## src/rtl/rsz_pkg.sv

```systemverilog
// Shared types and constants for the bilinear image resizer
`timescale 1ns / 1ps
package rsz_pkg;
	localparam int MAX_SRC_W  = 256;
	localparam int MAX_SRC_H  = 256;
	localparam int FRAC_BITS  = 8;
	localparam int COL_W      = $clog2(MAX_SRC_W);
	localparam int ROW_W      = $clog2(MAX_SRC_H);
	localparam int SIZE_W     = 9;
	localparam int DST_W      = 13;
	localparam int CRD_W      = 12;
	localparam int PIX_W      = 8;
	localparam int VAL_W      = 16;
	localparam int ADDR_W     = 4;
	localparam int DATA_W     = 32;
	localparam int PROD_W     = CRD_W + 1 + SIZE_W;
	localparam int NUM_W      = PROD_W + FRAC_BITS;
	localparam int DEN_W      = DST_W + 1;
	localparam int Q_W        = FRAC_BITS + ((COL_W > ROW_W) ? COL_W : ROW_W);
	localparam int WGT_W      = FRAC_BITS + 1;
	localparam int WP_W       = 2 * FRAC_BITS + 1;
	localparam int MUL_W      = WP_W + PIX_W;
	localparam int ACC_W      = MUL_W + 2;
	localparam int BANK_AW    = (COL_W - 1) + (ROW_W - 1);
	localparam int BANK_DEPTH = 1 << BANK_AW;
	localparam int LATENCY    = 2 + Q_W + 4;

	typedef enum logic {
		OP_LOAD    = 1'b0,
		OP_COMPUTE = 1'b1
	} op_t;

	typedef enum logic [1:0] {
		REG_SRC_W = 2'd0,
		REG_SRC_H = 2'd1,
		REG_DST_W = 2'd2,
		REG_DST_H = 2'd3
	} reg_idx_t;

	typedef struct packed {
		op_t              op;
		logic [PIX_W-1:0] pixel;
		logic [COL_W-1:0] src_col;
		logic [ROW_W-1:0] src_row;
		logic [CRD_W-1:0] dst_col;
		logic [CRD_W-1:0] dst_row;
	} item_t;

	typedef struct packed {
		logic [VAL_W-1:0] value;
		logic [CRD_W-1:0] out_col;
		logic [CRD_W-1:0] out_row;
	} result_t;

	// item travelling beside the datapath
	typedef struct packed {
		logic  valid;
		item_t item;
	} side_t;

	// one axis after mapping: low neighbour and its two weights
	typedef struct packed {
		logic [COL_W-1:0] lo;
		logic [WGT_W-1:0] wlo;
		logic [WGT_W-1:0] whi;
	} axis_t;
endpackage

```

## src/rtl/rsz_map.sv

```systemverilog
// Clamp of the source position and choice of neighbour and weights, one axis
`timescale 1ns / 1ps
module rsz_map (
	input  logic                       clk,
	input  logic [rsz_pkg::Q_W-1:0]    quot,
	input  logic                       ovf,
	input  logic [rsz_pkg::SIZE_W-1:0] n,
	output rsz_pkg::axis_t             axis_s3
);
	import rsz_pkg::*;

	logic [COL_W-1:0] nm1;
	logic [Q_W-1:0]   tmax;
	logic [Q_W-1:0]   t;
	logic [COL_W-1:0] lraw;
	logic [COL_W-1:0] lo;
	logic [WGT_W-1:0] whi;

	always_comb begin
		nm1  = COL_W'(n - SIZE_W'(1));
		tmax = Q_W'({nm1, {FRAC_BITS{1'b0}}});
		t    = (ovf || quot > tmax) ? tmax : quot;
		lraw = COL_W'(t >> FRAC_BITS);
		// on the last pixel step back one so the weight sits on the edge
		lo   = (lraw == nm1) ? COL_W'(nm1 - COL_W'(1)) : lraw;
		whi  = WGT_W'(t - Q_W'({lo, {FRAC_BITS{1'b0}}}));
	end

	always_ff @(posedge clk) begin
		axis_s3.lo  <= lo;
		axis_s3.whi <= whi;
		axis_s3.wlo <= WGT_W'(WGT_W'(1 << FRAC_BITS) - whi);
	end
endmodule

```

## config.mk

```make
export PLATFORM = sky130hd
export DESIGN_NAME = rsz_map
export DESIGN_NICKNAME = d
export VERILOG_FILES = /design/src/rtl/rsz_pkg.sv /design/src/rtl/rsz_map.sv
export SDC_FILE = /design/constraint.sdc
export NUM_CORES = 1
export LEC_CHECK = 0
export ABC_AREA = 1
export BUFFER_PORTS_ARGS = -buffer_cell sky130_fd_sc_hd__buf_2
export CORE_UTILIZATION = 45
export DETAILED_ROUTE_END_ITERATION = 10
export PLACE_DENSITY = 0.75
export SLEW_MARGIN = 20
export SYNTH_ARGS = -nofsm -noshare
export SYNTH_HDL_FRONTEND = slang
export SYNTH_SLANG_ARGS = --single-unit
```

## constraint.sdc

```tcl
create_clock -name clk -period 4.1 [get_ports clk]
set_input_delay 1.23 -clock clk [delete_from_list [all_inputs] [get_ports clk]]
set_output_delay 1.23 -clock clk [all_outputs]
set_load 0.02 [all_outputs]
```

==> results of run 1 <==
-- placed cells by master (no fill, tap or decap), drive strengths merged --
cell	n
or2	1
buf	58
o21ai	11
a21oi	3
xnor2	6
ha	8
nand3	28
clkinvlp	1
nand2	68
nand3b	5
nor3b	1
dfxtp	25
clkbuf	3
inv	38
and3	1
nand4	6
o21bai	1
xor2	8
nor2	19
-- final timing paths --
kind              depth (start not counted)  startpoint          end  slack [ps]
setup / recovery                         24        n[1]  axis_s3[17]         500
hold / removal                            2     quot[3]  axis_s3[12]        1090
-- layout make-up --
cell class	count	area [um^2]
timing repair buffer	58	307.8
sequential	25	500.5
fill	341	1406
clock buffer	3	22.52
clock inverter	1	7.507
inverter	38	142.6
multi-input combinational	166	944.7
tap	46	57.56
-- routing by layer --
metal	up-vias	part of all wire [%]
met1	670	49
li1	847	-
met2	43	46
met3	3	4.8
met4	0	0.74
met5	-	0
-- logic make-up (layout without fill, tap and decap cells) --
logic type      Yosys count  after routing  synth area share, %
buf+inv                  41            100                10.33
fa+ha+maj                 8              8                6.211
flops                    25             25                31.06
compound gates           15             15                5.745
xor+xnor                 14             14                7.609
simple gates            129            129                39.05
-- power by group through the flow --
stage	combinational, mW	sequential (mW)	clock [mW]
6_report	0.267	0.288	0.109
4_1_cts	0.269	0.288	0.114
5_1_grt	0.299	0.293	0.128
3_3_place_gp	0.263	0.294	0
3_5_place_dp	0.268	0.294	0
2_1_floorplan	0.131	0.347	0
-- through the flow --
step	instance area, um^2	instances	setup slack, ps
after floorplan	1612	232	148.1
after global placement	1953	333	191.4
after detailed placement	1953	333	155.4
after CTS	1983	337	517.9
after global routing	1983	337	311.7
final	1983	337	504.3
==> metrics, run 1 <==
CTS Sinks 25; Die W around 62 um; Max stage delay cell, worst path ha_1; DRT iter0 DRCs 81; final hold vios 0; grt peak-use layer met2; layout cells sized above 1 between 20 and 30%; RSZ-0062 raised after global routing no; syn_area_per_cell 6.946 um^2; Largest regs axis_s3 (25); switching power 249.4 uW; Final Slew Violations 0; Top delay family on crit path simple AND/OR/NAND/NOR gates; Synth Flop Type dfxtp_1; Hold Crit Class primary input to flop; number of flip-flops in the largest register 25; total gr overflow 0; Slew HR 77.28%; post-synth net total 267; met2 Resource Use GR 28.26%; via/cell ratio 4.638; CP bufs+invs 7; postcts setup bufs 0; Req. time, crit path 4340 ps; Reg with most FFs axis_s3; Int Pwr between 400 and 500 uW; met1 Use GR 26.38%; Setup crit start kind primary input; WL per Instance 10.04 um; max incr delay on CP 300 ps; nets 327; period utilization 87.70%; TritonCTS Buffers 3; leakage power 1.117 nW; I/O pin count 53; status completed; Antenna Cells 0; Area Growth Syn to Fin 23.06%; first-pass GRT wire length 5223 um; Cell Area, Synth 1612 um^2; Total GRT Usage 18.40%; router iterations before antenna repair 4; Slew @ Worst Pin roughly 340 ps; crit path max fanout 4; power per cell area 334.7 nW/um^2; Hold Slack 1090 ps; largest net degree at the start of global routing 17; WL final roughly 3400 um; fraction of registers with async set/reset 0%; post-route minimum period between 3000 and 4000 ps; cell with the most instances after synthesis nand2_1; Crit Path Category primary input to flop; clock-pin slew on the worst setup and hold paths 130 ps; most common library cells after synthesis nand2_1, inv_1, nand3_1; Synth top area share between 30% and 40%; Reg power frac between 40% and 50%; height of the die 61.85 um; root buffer cell clkbuf_4; H-tree Lvls 1; number of synthesized flops with an enable pin 0; combinational share of power 40.2%; sequential fraction of the synthesis area 31.06%; CP most frequent cell nand2_1; Sw Ratio about 38%; initial antenna violation count 0; die area 3825 um^2; Worst EP arrival 3830 ps; post-synthesis register bit count 25; # resized after CTS 0; final design utilization between 50% and 60%; HPWL after detailed placement between 2000 and 3000 um; clock share of power ~16%; final setup vio count 0; Setup crit end kind flop; CTS tree yes; FP Rows 21; number of hold buffers added after CTS 0; Routed Antenna Nets 0; Longest Clk Path Bufs 2; number of max-cap violations 0; DRC viols 0; Synth warnings 0; library cells used by synthesis 27; CP Cell Sequence buf_2 -> inv_1 -> ha_1 -> nand2_1 -> xor2_1 -> inv_1 -> ha_1 -> and3_1 -> nand3_1 -> nand2_1 -> nand2_1 -> nand2_1 -> nand2_4 -> a21oi_4 -> inv_2 -> nor2_1 -> inv_1 -> ha_1 -> nand2_1 -> inv_1 -> nand3_1 -> inv_1 -> nand2_1 -> nand2_1; Core ar. approximately 3400 um^2; Starting Density 47.55%; detailed-route via count approximately 1,600; Synth area leaders dfxtp_1, nand2_1, inv_1; Mapped Cells 232; I/O Buffers 51; GR Layer Usage met3 2.692%; final setup TNS 0 ps; post-synth top area cell dfxtp_1; Max rail drop VDD between 0.1 and 0.15 mV; fmax 278.1 MHz; vias in the first global route 1,201; Placer Congestion roughly 0.85; Tot Pwr between 600 and 700 uW
(Power assumes the default switching activity.)
==> inputs of run 2 (changes only) <==
==> constraint.sdc (replaced) <==
create_clock -name clk -period 4.1 [get_ports clk]
set_input_delay 0.41 -clock clk [delete_from_list [all_inputs] [get_ports clk]]
set_output_delay 0.41 -clock clk [all_outputs]
set_load 0.02 [all_outputs]
==> run 2 against run 1 <==
  * Routed wire length decreased by 2.2%
  * Setup slack gained 360 ps
  * First-iteration DRC count decreased by 26%
  * Final cell count down 1.5%
  * Global-route usage down 0.067 points
  * Non-clock buffer count fell by 5
  * Cell area fell by 1.8%
  * Clock-buffer cell count unchanged
  * Total power about the same
  * Sequential power about the same
  * Combinational power decreased by 2%
  * Critical endpoint unchanged
  * Largest cell class unchanged
  * Largest power group unchanged
  * Highest routed layer unchanged
==> metrics, run 2 (same netlist as run 1, synthesis figures left out) <==
status completed; Largest regs axis_s3 (25); WL per Instance 9.970 um (-0.68%); die area 3825 um^2 (unchanged); final setup TNS 0 ps (unchanged); largest net degree at the start of global routing 17 (unchanged); number of flip-flops in the largest register 25 (unchanged); Starting Density 47.55% (unchanged); via/cell ratio 4.596 (-0.90%); H-tree Lvls 1 (unchanged); I/O Buffers 51 (unchanged); Setup crit end kind flop; first-pass GRT wire length 5195 um (-0.54%); period utilization 79.03% (-8.7 points); fmax 308.6 MHz (+11%); final setup vio count 0 (unchanged); router iterations before antenna repair 4 (unchanged); # fillers 340 (-0.29%); Top delay family on crit path simple AND/OR/NAND/NOR gates; Slew @ Worst Pin 410.8 ps (+70.43 ps); Longest Clk Path Bufs 2 (unchanged); Total GRT Usage 18.33% (-0.067 points); CTS Sinks 25 (unchanged); Max stage delay cell, worst path xor2_1; Slew HR 72.52% (-4.8 points); Crit Path Category primary input to flop; max incr delay on CP 360 ps (+60 ps); final hold vios 0 (unchanged); CTS tree yes; HPWL after detailed placement 2785 um (-3.9%); Reg with most FFs axis_s3; CP most frequent cell nand2_1; Hold Slack 259.3 ps (-830.4 ps); initial antenna violation count 0 (unchanged); Hold Crit Class primary input to flop; layout cells sized above 1 26.57% (-1.3 points); vias in the first global route 1,175 (-2.2%); Worst EP arrival 3490 ps (-340 ps); Final Slew Violations 0 (unchanged); leakage power 1.098 nW (-1.7%); root buffer cell clkbuf_4; total gr overflow 0 (unchanged); Area Growth Syn to Fin 20.81%; most frequent cells in the layout nand2_1, buf_2, inv_1; height of the die 61.85 um (unchanged); Core ar. 3390 um^2 (unchanged); number of max-cap violations 0 (unchanged); clock-pin slew on the worst setup and hold paths 150 ps (+20 ps); postcts setup bufs 0 (unchanged); DRC viols 0 (unchanged); post-route minimum period 3240 ps (-355.6 ps); number of hold buffers added after CTS 0 (unchanged); crit path max fanout 11 (+7); Routed Antenna Nets 0 (unchanged); I/O pin count 53 (unchanged); # resized after CTS 0 (unchanged); detailed-route via count 1,526 (-2.4%); DRT iter0 DRCs 60 (-26%); WL final 3310 um (-2.2%); power per cell area 341.2 nW/um^2 (+1.9%); CP Cell Sequence buf_2 -> inv_2 -> ha_1 -> nand2_1 -> xor2_1 -> inv_1 -> ha_1 -> and3_1 -> nand3_1 -> nand2_1 -> nand2_1 -> nand2_1 -> nand2_4 -> a21oi_4 -> inv_2 -> nor2_1 -> inv_1 -> ha_1 -> nand2_1 -> inv_1 -> nand3_1 -> inv_1 -> nand2_1 -> nand2_1; final design utilization 57.44% (-1.1 points); Die W 61.85 um (unchanged); Antenna Cells 0 (unchanged); FP Rows 21 (unchanged); Req. time, crit path 4350 ps (about the same); Placer Congestion 0.8211 (-3.3%); CP bufs+invs 7 (unchanged); nets 322 (-1.5%); Setup crit start kind primary input; commonest non-fill, non-tap cell in the layout nand2_1; RSZ-0062 raised after global routing no; Max rail drop VDD 0.1228 mV (-5.0%); TritonCTS Buffers 3 (unchanged)
[run 2: cell count changes in the layout (fill, tap and decap cells not counted), sizes merged]
cell	before	now
clkinvlp	1	0
buf	58	53
inv	38	39
[run 2: power by group]
| part | switching [mW] | internal, mW |
|---|---|---|
| clock | 0.0749 | 0.0397 |
| sequential | 0.00698 | 0.281 |
| combinational | 0.170 | 0.0916 |
[run 2: area by class of cell]
type | count | area [um^2] | share of cell area (%)
multi-input cells | 166 | 944.7 | 48.52
flip-flops and latches | 25 | 500.5 | 25.71
repair buffers | 53 | 270.3 | 13.88
inverters | 38 | 142.6 | 7.326
well taps | 46 | 57.56 | 2.956
clock buffers | 3 | 22.52 | 1.157
clock inverters | 1 | 8.758 | 0.4499
[run 2: final timing paths]
check	from	end	slack [ps]	depth (start not counted)
setup / recovery	n[0]	axis_s3[17]	860	24
hold / removal	quot[3]	axis_s3[12]	260	2
[run 2: stage by stage]
stage	worst slack, ps	total power [mW]	instance area, um^2	instances
after floorplan	968.1	0.4773	1612	232
after global placement	613.9	0.5524	1916	328
after detailed placement	534.7	0.5558	1916	328
after CTS	895.1	0.6707	1947	332
after global routing	620.9	0.7199	1947	332
final	859.9	0.6643	1947	332
[run 2: layer usage]
layer  up-vias  wire length [um]  GRT usage [%]
met4         0                26          4.762
met1       653              1618          25.53
met2        35              1513          29.65
met3         3               152          2.692
met5         -                 0              0
li1        835                 -              -
