--- config.mk ---
export PLATFORM = sky130hd
export DESIGN_NAME = rsz_div
export DESIGN_NICKNAME = d
export VERILOG_FILES = /design/src/rtl/rsz_pkg.sv /design/src/rtl/rsz_div.sv
export SDC_FILE = /design/constraint.sdc
export NUM_CORES = 1
export LEC_CHECK = 0
export BUFFER_PORTS_ARGS = -buffer_cell sky130_fd_sc_hd__buf_4
export CAP_MARGIN = 20
export CORE_UTILIZATION = 59
export CTS_BUF_LIST = sky130_fd_sc_hd__clkbuf_4
export CTS_CLUSTER_DIAMETER = 200
export DETAILED_ROUTE_END_ITERATION = 10
export PLACE_DENSITY_LB_ADDON = 0.3
export SLEW_MARGIN = 20
export SYNTH_ARGS = -nofsm -noshare
export SYNTH_HDL_FRONTEND = slang
export SYNTH_SLANG_ARGS = --single-unit
--- constraint.sdc ---
create_clock -name clk -period 4 [get_ports clk]
set_input_delay 0.4 -clock clk [delete_from_list [all_inputs] [get_ports clk]]
set_output_delay 0.4 -clock clk [all_outputs]
set_load 0.01 [all_outputs]
--- src/rtl/rsz_pkg.sv ---
// Shared types and constants for the bilinear image resizer
`timescale 1ns / 1ps
package rsz_pkg;
	localparam int MAX_SRC_W  = 256;
	localparam int MAX_SRC_H  = 256;
	localparam int FRAC_BITS  = 8;
	localparam int COL_W      = $clog2(MAX_SRC_W);
	localparam int ROW_W      = $clog2(MAX_SRC_H);
	localparam int SIZE_W     = 9;
	localparam int DST_W      = 13;
	localparam int CRD_W      = 12;
	localparam int PIX_W      = 8;
	localparam int VAL_W      = 16;
	localparam int ADDR_W     = 4;
	localparam int DATA_W     = 32;
	localparam int PROD_W     = CRD_W + 1 + SIZE_W;
	localparam int NUM_W      = PROD_W + FRAC_BITS;
	localparam int DEN_W      = DST_W + 1;
	localparam int Q_W        = FRAC_BITS + ((COL_W > ROW_W) ? COL_W : ROW_W);
	localparam int WGT_W      = FRAC_BITS + 1;
	localparam int WP_W       = 2 * FRAC_BITS + 1;
	localparam int MUL_W      = WP_W + PIX_W;
	localparam int ACC_W      = MUL_W + 2;
	localparam int BANK_AW    = (COL_W - 1) + (ROW_W - 1);
	localparam int BANK_DEPTH = 1 << BANK_AW;
	localparam int LATENCY    = 2 + Q_W + 4;

	typedef enum logic {
		OP_LOAD    = 1'b0,
		OP_COMPUTE = 1'b1
	} op_t;

	typedef enum logic [1:0] {
		REG_SRC_W = 2'd0,
		REG_SRC_H = 2'd1,
		REG_DST_W = 2'd2,
		REG_DST_H = 2'd3
	} reg_idx_t;

	typedef struct packed {
		op_t              op;
		logic [PIX_W-1:0] pixel;
		logic [COL_W-1:0] src_col;
		logic [ROW_W-1:0] src_row;
		logic [CRD_W-1:0] dst_col;
		logic [CRD_W-1:0] dst_row;
	} item_t;

	typedef struct packed {
		logic [VAL_W-1:0] value;
		logic [CRD_W-1:0] out_col;
		logic [CRD_W-1:0] out_row;
	} result_t;

	// item travelling beside the datapath
	typedef struct packed {
		logic  valid;
		item_t item;
	} side_t;

	// one axis after mapping: low neighbour and its two weights
	typedef struct packed {
		logic [COL_W-1:0] lo;
		logic [WGT_W-1:0] wlo;
		logic [WGT_W-1:0] whi;
	} axis_t;
endpackage

--- src/rtl/rsz_div.sv ---
// Pipelined restoring divider, one quotient bit per stage, with overflow flag
`timescale 1ns / 1ps
module rsz_div (
	input  logic                      clk,
	input  logic [rsz_pkg::NUM_W-1:0] num,
	input  logic [rsz_pkg::DEN_W-1:0] den,
	output logic [rsz_pkg::Q_W-1:0]   quot,
	output logic                      ovf
);
	import rsz_pkg::*;

	logic [DEN_W-1:0] rem_s [1:Q_W];
	logic [Q_W-1:0]   lo_s  [1:Q_W];
	logic [Q_W-1:0]   q_s   [1:Q_W];
	logic             ovf_s [1:Q_W];
	logic             ovf_in;
	logic [DEN_W-1:0] rem_in;

	// quotient would not fit in Q_W bits
	assign ovf_in = DEN_W'(num[NUM_W-1:Q_W]) >= den;
	assign rem_in = ovf_in ? '0 : DEN_W'(num[NUM_W-1:Q_W]);

	for (genvar k = 0; k < Q_W; k++) begin : g_step
		logic [DEN_W-1:0] rem_p;
		logic [Q_W-1:0]   lo_p;
		logic [Q_W-1:0]   q_p;
		logic             ovf_p;
		logic [DEN_W:0]   trial;
		logic             ge;
		if (k == 0) begin : g_first
			assign rem_p = rem_in;
			assign lo_p  = num[Q_W-1:0];
			assign q_p   = '0;
			assign ovf_p = ovf_in;
		end else begin : g_next
			assign rem_p = rem_s[k];
			assign lo_p  = lo_s[k];
			assign q_p   = q_s[k];
			assign ovf_p = ovf_s[k];
		end
		assign trial = {rem_p, lo_p[Q_W-1]};
		assign ge    = trial >= {1'b0, den};
		always_ff @(posedge clk) begin
			rem_s[k+1] <= ge ? DEN_W'(trial - {1'b0, den}) : DEN_W'(trial);
			lo_s[k+1]  <= {lo_p[Q_W-2:0], 1'b0};
			q_s[k+1]   <= {q_p[Q_W-2:0], ge};
			ovf_s[k+1] <= ovf_p;
		end
	end

	assign quot = q_s[Q_W];
	assign ovf  = ovf_s[Q_W];
endmodule

==> results of run 1 <==
-- how the worst min path moves through the flow --
stage | startpoint | end | slack, ps
2_1_floorplan | lo_s[0][84] | lo_s[0][100] | 310
3_3_place_gp | q_s[2][56] | q_s[3][9] | 310
3_5_place_dp | lo_s[0][95] | lo_s[0][111] | 310
4_1_cts | num[18] | rem_s[0][17] | 6
5_1_grt | num[18] | rem_s[0][17] | 50
6_report | num[18] | rem_s[0][17] | 100
-- metrics by stage --
step / setup WS, ps / instances / cell area (um2) / hold WS [ps] / power, mW
2_1_floorplan: 40.71 / 2351 / 22840 / 309.6 / 16.26
3_3_place_gp: 70.76 / 2936 / 24120 / 309.5 / 18.33
3_5_place_dp: 82.16 / 2936 / 24120 / 312.1 / 18.73
4_1_cts: 25.30 / 3181 / 25890 / 5.935 / 22.80
5_1_grt: 7.851 / 3188 / 26030 / 54.65 / 24.67
6_report: 80.10 / 3188 / 26030 / 97.29 / 22.78
-- registers in the layout, indices dropped and copies added (netlist names) --
name   cells
rem_s    210
lo_s     120
ovf_s     16
q_s      136
-- logic make-up (layout without fill, tap and decap cells) --
| family | count (synthesis) | count (layout) | synth area share, % |
|---|---|---|---|
| buf+inv | 154 | 479 | 2.760 |
| xor+xnor | 122 | 122 | 4.677 |
| compound gates | 652 | 652 | 18.79 |
| simple gates | 608 | 608 | 13.20 |
| fa+ha+maj | 255 | 255 | 14.46 |
| flops | 482 | 482 | 42.24 |
| mux | 78 | 78 | 3.872 |
| other cells | 0 | 1 | 0 |
-- power by group through the flow --
stage | clock network [mW] | logic, mW | registers [mW]
after CTS | 4.04 | 11.2 | 7.54
after detailed placement | 0 | 11.1 | 7.63
after floorplan | 0 | 8.94 | 7.32
final | 3.91 | 11.3 | 7.54
after global placement | 0 | 10.7 | 7.59
after global routing | 4.31 | 12.7 | 7.70
-- per-layer routing --
metal | routed length (um) | track usage (%) | vias up
li1 | - | - | 9056
met1 | 22980 | 33.17 | 8508
met2 | 26460 | 48.36 | 540
met3 | 3144 | 5.714 | 139
met4 | 1915 | 12.74 | 0
met5 | 0 | 0 | -
-- synth_stat cells (all sizes together), types with 39 or more instances --
library cell  number
nor2             201
a21o              84
ha               240
dfxtp            482
xor2              48
nor2b             39
nor3              43
o21ai            146
nand2            102
xnor2             74
inv              122
nand3             50
a21oi            184
mux2              62
-- cell type report --
cell class                      instances  area, um2
Fill cell                            3034      11810
Sequential cell                       482       9649
Clock buffer                          148       1111
Tap cell                              511      639.4
Clock inverter                         68      375.4
Timing Repair Buffer                  140       1154
Inverter                              123      461.7
Multi-Input combinational cell       1715      12640
Antenna cell                            1      2.502
-- repair_timing --
item | in CTS | in global routing
buffers inserted | 0 | 5
setup endpoints to repair | 0 | 1
resized for setup | 0 | 18
hold buffers | 29 | 0
endpoints found under the hold margin | 29 | 0
-- worst max-delay path, delay by kind of cell --
family,cells,cell delay (ps)
compound gates,10,1740
fa+ha+maj,2,510
buf+inv,6,1630
simple gates,3,330
==> flow_summary.toml, run 1 <==
[status]
status = "complete, no violations"

[synth]
async_reset_ff_share_pct = 0
yosys-top-cells-area = "dfxtp_1 (42%), ha_1 (13%), a21oi_1 (4.0%)"
syn_avg_cell_area_um2 = 9.717
syn-num-nets = 2651
synth_cells = 2351
synth_edf_count = 0
synth.top_cell.area_share_pct = 42.24
ys_types = 82
ys_warn_count = 0
syn_area_mm2 = 0.02284
ys.flop_type = "dfxtp_1"
seq_area_frac_synth_pct = 42.24
yosysTopAreaCell = "dfxtp_1"
synth_seq_cells = 482

[clocking]
cts_buffers = 116
cts_tree = "yes"
insertion_delay_ps = 830
numClockSinks = 482
cts-root-buf = "clkbuf_4"
cts_buffer_depth = 3
clkTransAtPathRegs_ps = 60
htree_num_levels = 3

[drt]
vias = 18240
final_antenna_net_count = 0
drc_errors = 0
wirelength_um = 54500
firstDrtPassIters = 6
vias_per_cell = 5.722
drtIter0Drc = 1180
wire_per_inst_um = 17.10

[cells_and_area]
layout_commonest_cell = "dfxtp_1"
syn_to_final_growth_pct = 13.96
most-common-layout-cells = "dfxtp_1 (482), ha_1 (238), nor2_1 (197), a21oi_1 (181), clkbuf_4 (148)"
drive_above_1_share_pct = 15.10
nets = 2878
final_util_pct = 68.79

[power]
p_int_mw = 13.86
p_switching_mw = 8.923
pwr-share-comb_pct = 49.7
powerDensity_mw_per_mm2 = 875.1
irDropWorstVdd_mv = 0.5429
clkPwrFrac_pct = 17.1
leakage_nw = 11.78
p_sw_share_pct = 39.17
seqPwrFrac_pct = 33.1

[placed_design]
gp_congestion = 0.9267
hpwlAfterDp_um = 38370
port_buffers = 61

[die]
row_count = 71
die_h_um = 198.8
dieArea_mm2 = 0.03951
coreArea_mm2 = 0.03784
die_w_um = 198.8
initial_core_util_pct = 60.37
num_io_pins = 62

[setup_path]
worstPathArrival_ps = 4620
worstReg2RegEnd = "rem_s[0][48]"
cp_max_fo = 8
cp-start-kind = "input port"
crit_start = "num[16]"
reg2reg_setup_slack_ps = 1080
max_stage_delay_ps = 550
crit_required_ps = 4700
worstSetupPathType = "in -> reg"
critical_path.slowest_cell = "dlygate4sd3_1"
critical_path.endpoint = "rem_s[0][26]"
crit_chain = "dlygate4sd3_1, buf_4, inv_1, ha_1, nand2b_1, a31oi_1, o21ai_1, a21oi_1, o21a_2, buf_12, and2_1, ha_1, a21oi_1, nor2b_1, o31a_1, a211oi_4, a21oi_2, buf_4, o21ai_1, o41ai_1, dlygate4sd3_1"
critical_path.endpoint_type = "flop"
reg2reg_from = "rem_s[0][28]"
reg2reg_depth = 8

[global_routing]
grt-ovfl-total = 0
antenna_found_initial = 2
gr-usage-all-layers_pct = 27.93
grt_max_degree = 28
grt_pass1_vias = 17970
grt_first_pass_wirelength_um = 86910

[timing]
hold_violations = 0
period_share_pct = 98.00
rsz0062_at_grt = "no"
timing_max_transition_violations_final = 0
maxSlewHeadroom_pct = 36.02
timing.fmax_mhz = 255.1
finalClockSkew_ps = 42.95
period_needed_ps = 3920
setup_tns_ps = 0
finalSetupViolations = 0
tightest_slew_ps = 954.0

[job]
maxCapViolCount = 0

[worst_hold_path]
worstHoldPathType = "in -> reg"
hold_depth = 4
No activity file was read; power rests on OpenSTA's default activity.
==> run 2: changes to the inputs <==
- MAX_ROUTING_LAYER: not set -> met4
==> run 2 against run 1 <==
Compared with the run above:
- flip-flop and latch count did not move
- critical endpoint unchanged
- count of clock-buffer cells in the layout rose by 5
- sequential power barely moved
- die area is the same
- non-clock buffer count unchanged
- via count down 0.28%
- largest power group unchanged
- clock skew is 6.6 ps lower
- highest routed layer unchanged
==> flow_summary.toml, run 2 (synthesis results as in run 1) <==
[timing]
rsz0062_at_grt = "no"
setup_tns_ps = 0
period_share_pct = 95.61
finalSetupViolations = 0
hold_violations = 0
period_needed_ps = 3824
tightest_slew_ps = 1000
layout_setup_ws_ps = 175.7
finalClockSkew_ps = 36.30
timing.hold.ws_ps = 88.70
timing_max_transition_violations_final = 0
maxSlewHeadroom_pct = 32.92
timing.fmax_mhz = 261.5

[setup_path]
critical_path.top_delay_family = "compound AO/OA/AOI/OAI gates"
cp-start-kind = "input port"
crit_chain = "dlygate4sd3_1, buf_4, inv_2, ha_1, nand2b_1, a31oi_1, o21ai_1, a21oi_1, o21a_1, buf_6, and2_1, ha_1, nand2_2, nor3b_1, o31a_1, a211oi_4, a21oi_4, o21ai_2, o41ai_2, dlygate4sd3_1"
worstPathArrival_ps = 4540
worstSetupPathType = "in -> reg"
crit_required_ps = 4720
critical_path.slowest_cell = "dlygate4sd3_1"
max_stage_delay_ps = 560
worst-path-buf-inv = 5
critical_path.endpoint_type = "flop"
cp_max_fo = 10

[cells_and_area]
drive_above_1_share_pct = 15.17
fin_area_mm2 = 0.02593
reg.largest.list = "rem_s: 210 flops, q_s: 136 flops, lo_s: 120 flops"
fill_cells = 2994
most-common-layout-cells = "dfxtp_1 (482), ha_1 (239), nor2_1 (196), a21oi_1 (181), clkbuf_4 (153)"
nets = 2876
top_register = "rem_s"
largest_reg_flops = 210
syn_to_final_growth_pct = 13.52
layout_commonest_cell = "dfxtp_1"

[die]
die_w_um = 198.8
row_count = 71
initial_core_util_pct = 60.37
coreArea_mm2 = 0.03784
die_h_um = 198.8
dieArea_mm2 = 0.03951
num_io_pins = 62

[power]
irDropWorstVdd_mv = 0.4723
leakage_nw = 11.73
powerDensity_mw_per_mm2 = 871.8

[clocking]
htree_num_levels = 3
cts_buffers = 114
insertion_delay_ps = 840
clkTransAtPathRegs_ps = 60
cts_tree = "yes"
cts-root-buf = "clkbuf_4"
numClockSinks = 482
cts_buffer_depth = 3

[drt]
drtIter0Drc = 1142
vias = 18190
wirelength_um = 54240
vias_per_cell = 5.724
firstDrtPassIters = 6
drc_errors = 0
final_antenna_net_count = 0
wire_per_inst_um = 17.07

[placed_design]
port_buffers = 61
pre_cts_ws_ps = 110.6
hpwlAfterDp_um = 38230
gp_congestion = 0.9584
place_area_mm2 = 0.02410

[status]
status = "complete, no violations"

[global_routing]
grt_first_pass_wirelength_um = 87280
grt_pass1_vias = 17980
grt_max_degree = 28
gr-usage-all-layers_pct = 28.82
grt-ovfl-total = 0
antenna_found_initial = 2

[worst_hold_path]
worstHoldPathType = "in -> reg"

[job]
maxCapViolCount = 0
run 2: changes by cell type in the layout (fill, tap and decap cells not counted), sizes merged:
cell,change
clkbuf,+4
buf,+1
inv,+1
diode,+3
clkinv,-17
bufinv,-2
run 2: metal layers:
layer	up-vias	GRT usage [%]	part of all wire, %	routed length (um)
met2	492	48.51	48	26180
met4	0	13.11	3.7	2009
met5	-	-	0	0
met3	152	4.934	4.8	2603
li1	9054	-	-	-
met1	8494	33.56	43	23440
run 2: layout make-up:
type | count | area (um2) | share of cell area (%)
Timing Repair Buffer | 140 | 1127 | 4.347
Multi-Input combinational cell | 1715 | 12660 | 48.81
Clock inverter | 50 | 239.0 | 0.9215
Tap cell | 511 | 639.4 | 2.465
Clock buffer | 153 | 1149 | 4.429
Antenna cell | 4 | 10.01 | 0.03860
Inverter | 123 | 461.7 | 1.780
Sequential cell | 482 | 9649 | 37.21
run 2: worst paths after layout:
kind	depth (start not counted)	end	slack, ps	from
setup / recovery	20	rem_s[0][26]	180	num[16]
hold / removal	4	rem_s[0][17]	90	num[18]
setup reg to reg	8	rem_s[0][48]	1030	rem_s[0][28]
hold reg to reg	0	q_s[3][4]	300	q_s[2][51]
run 2: worst reg2reg max path, cell delays in order (launching register included):
cell and delay (ps):
dfxtp_1 330, ha_1 310, nor2b_1 150, o21ai_0 120, a21oi_1 310, o22ai_1 190, o31ai_2 780, buf_4 320
mux2_2 350
run 2: metrics by stage:
step | power (mW) | std cells | util (%)
detailed placement | 18.72 | 2935 | 63.67
global placement | 18.35 | 2935 | 63.67
floorplan | 16.26 | 2351 | -
CTS | 22.64 | 3167 | 68.10
finish | 22.61 | 3178 | 68.52
global route | 24.52 | 3178 | 68.52
run 2: timing repair:
action | 4_1_cts | 5_1_grt
buffers inserted | 0 | 8
endpoints found under the setup margin | 0 | 1
hold endpoints to repair | 29 | 0
hold buffers | 29 | 0
gates resized for setup | 0 | 21
run 2: report_power, final:
part           internal (mW)  total (mW)  leakage (nW)  switching [mW]
Combinational           5.20        11.3          6.85            6.12
Clock                   1.85        3.75         0.826            1.90
Sequential              6.70        7.54          4.06           0.846
Total                   13.7        22.6          11.7            8.86
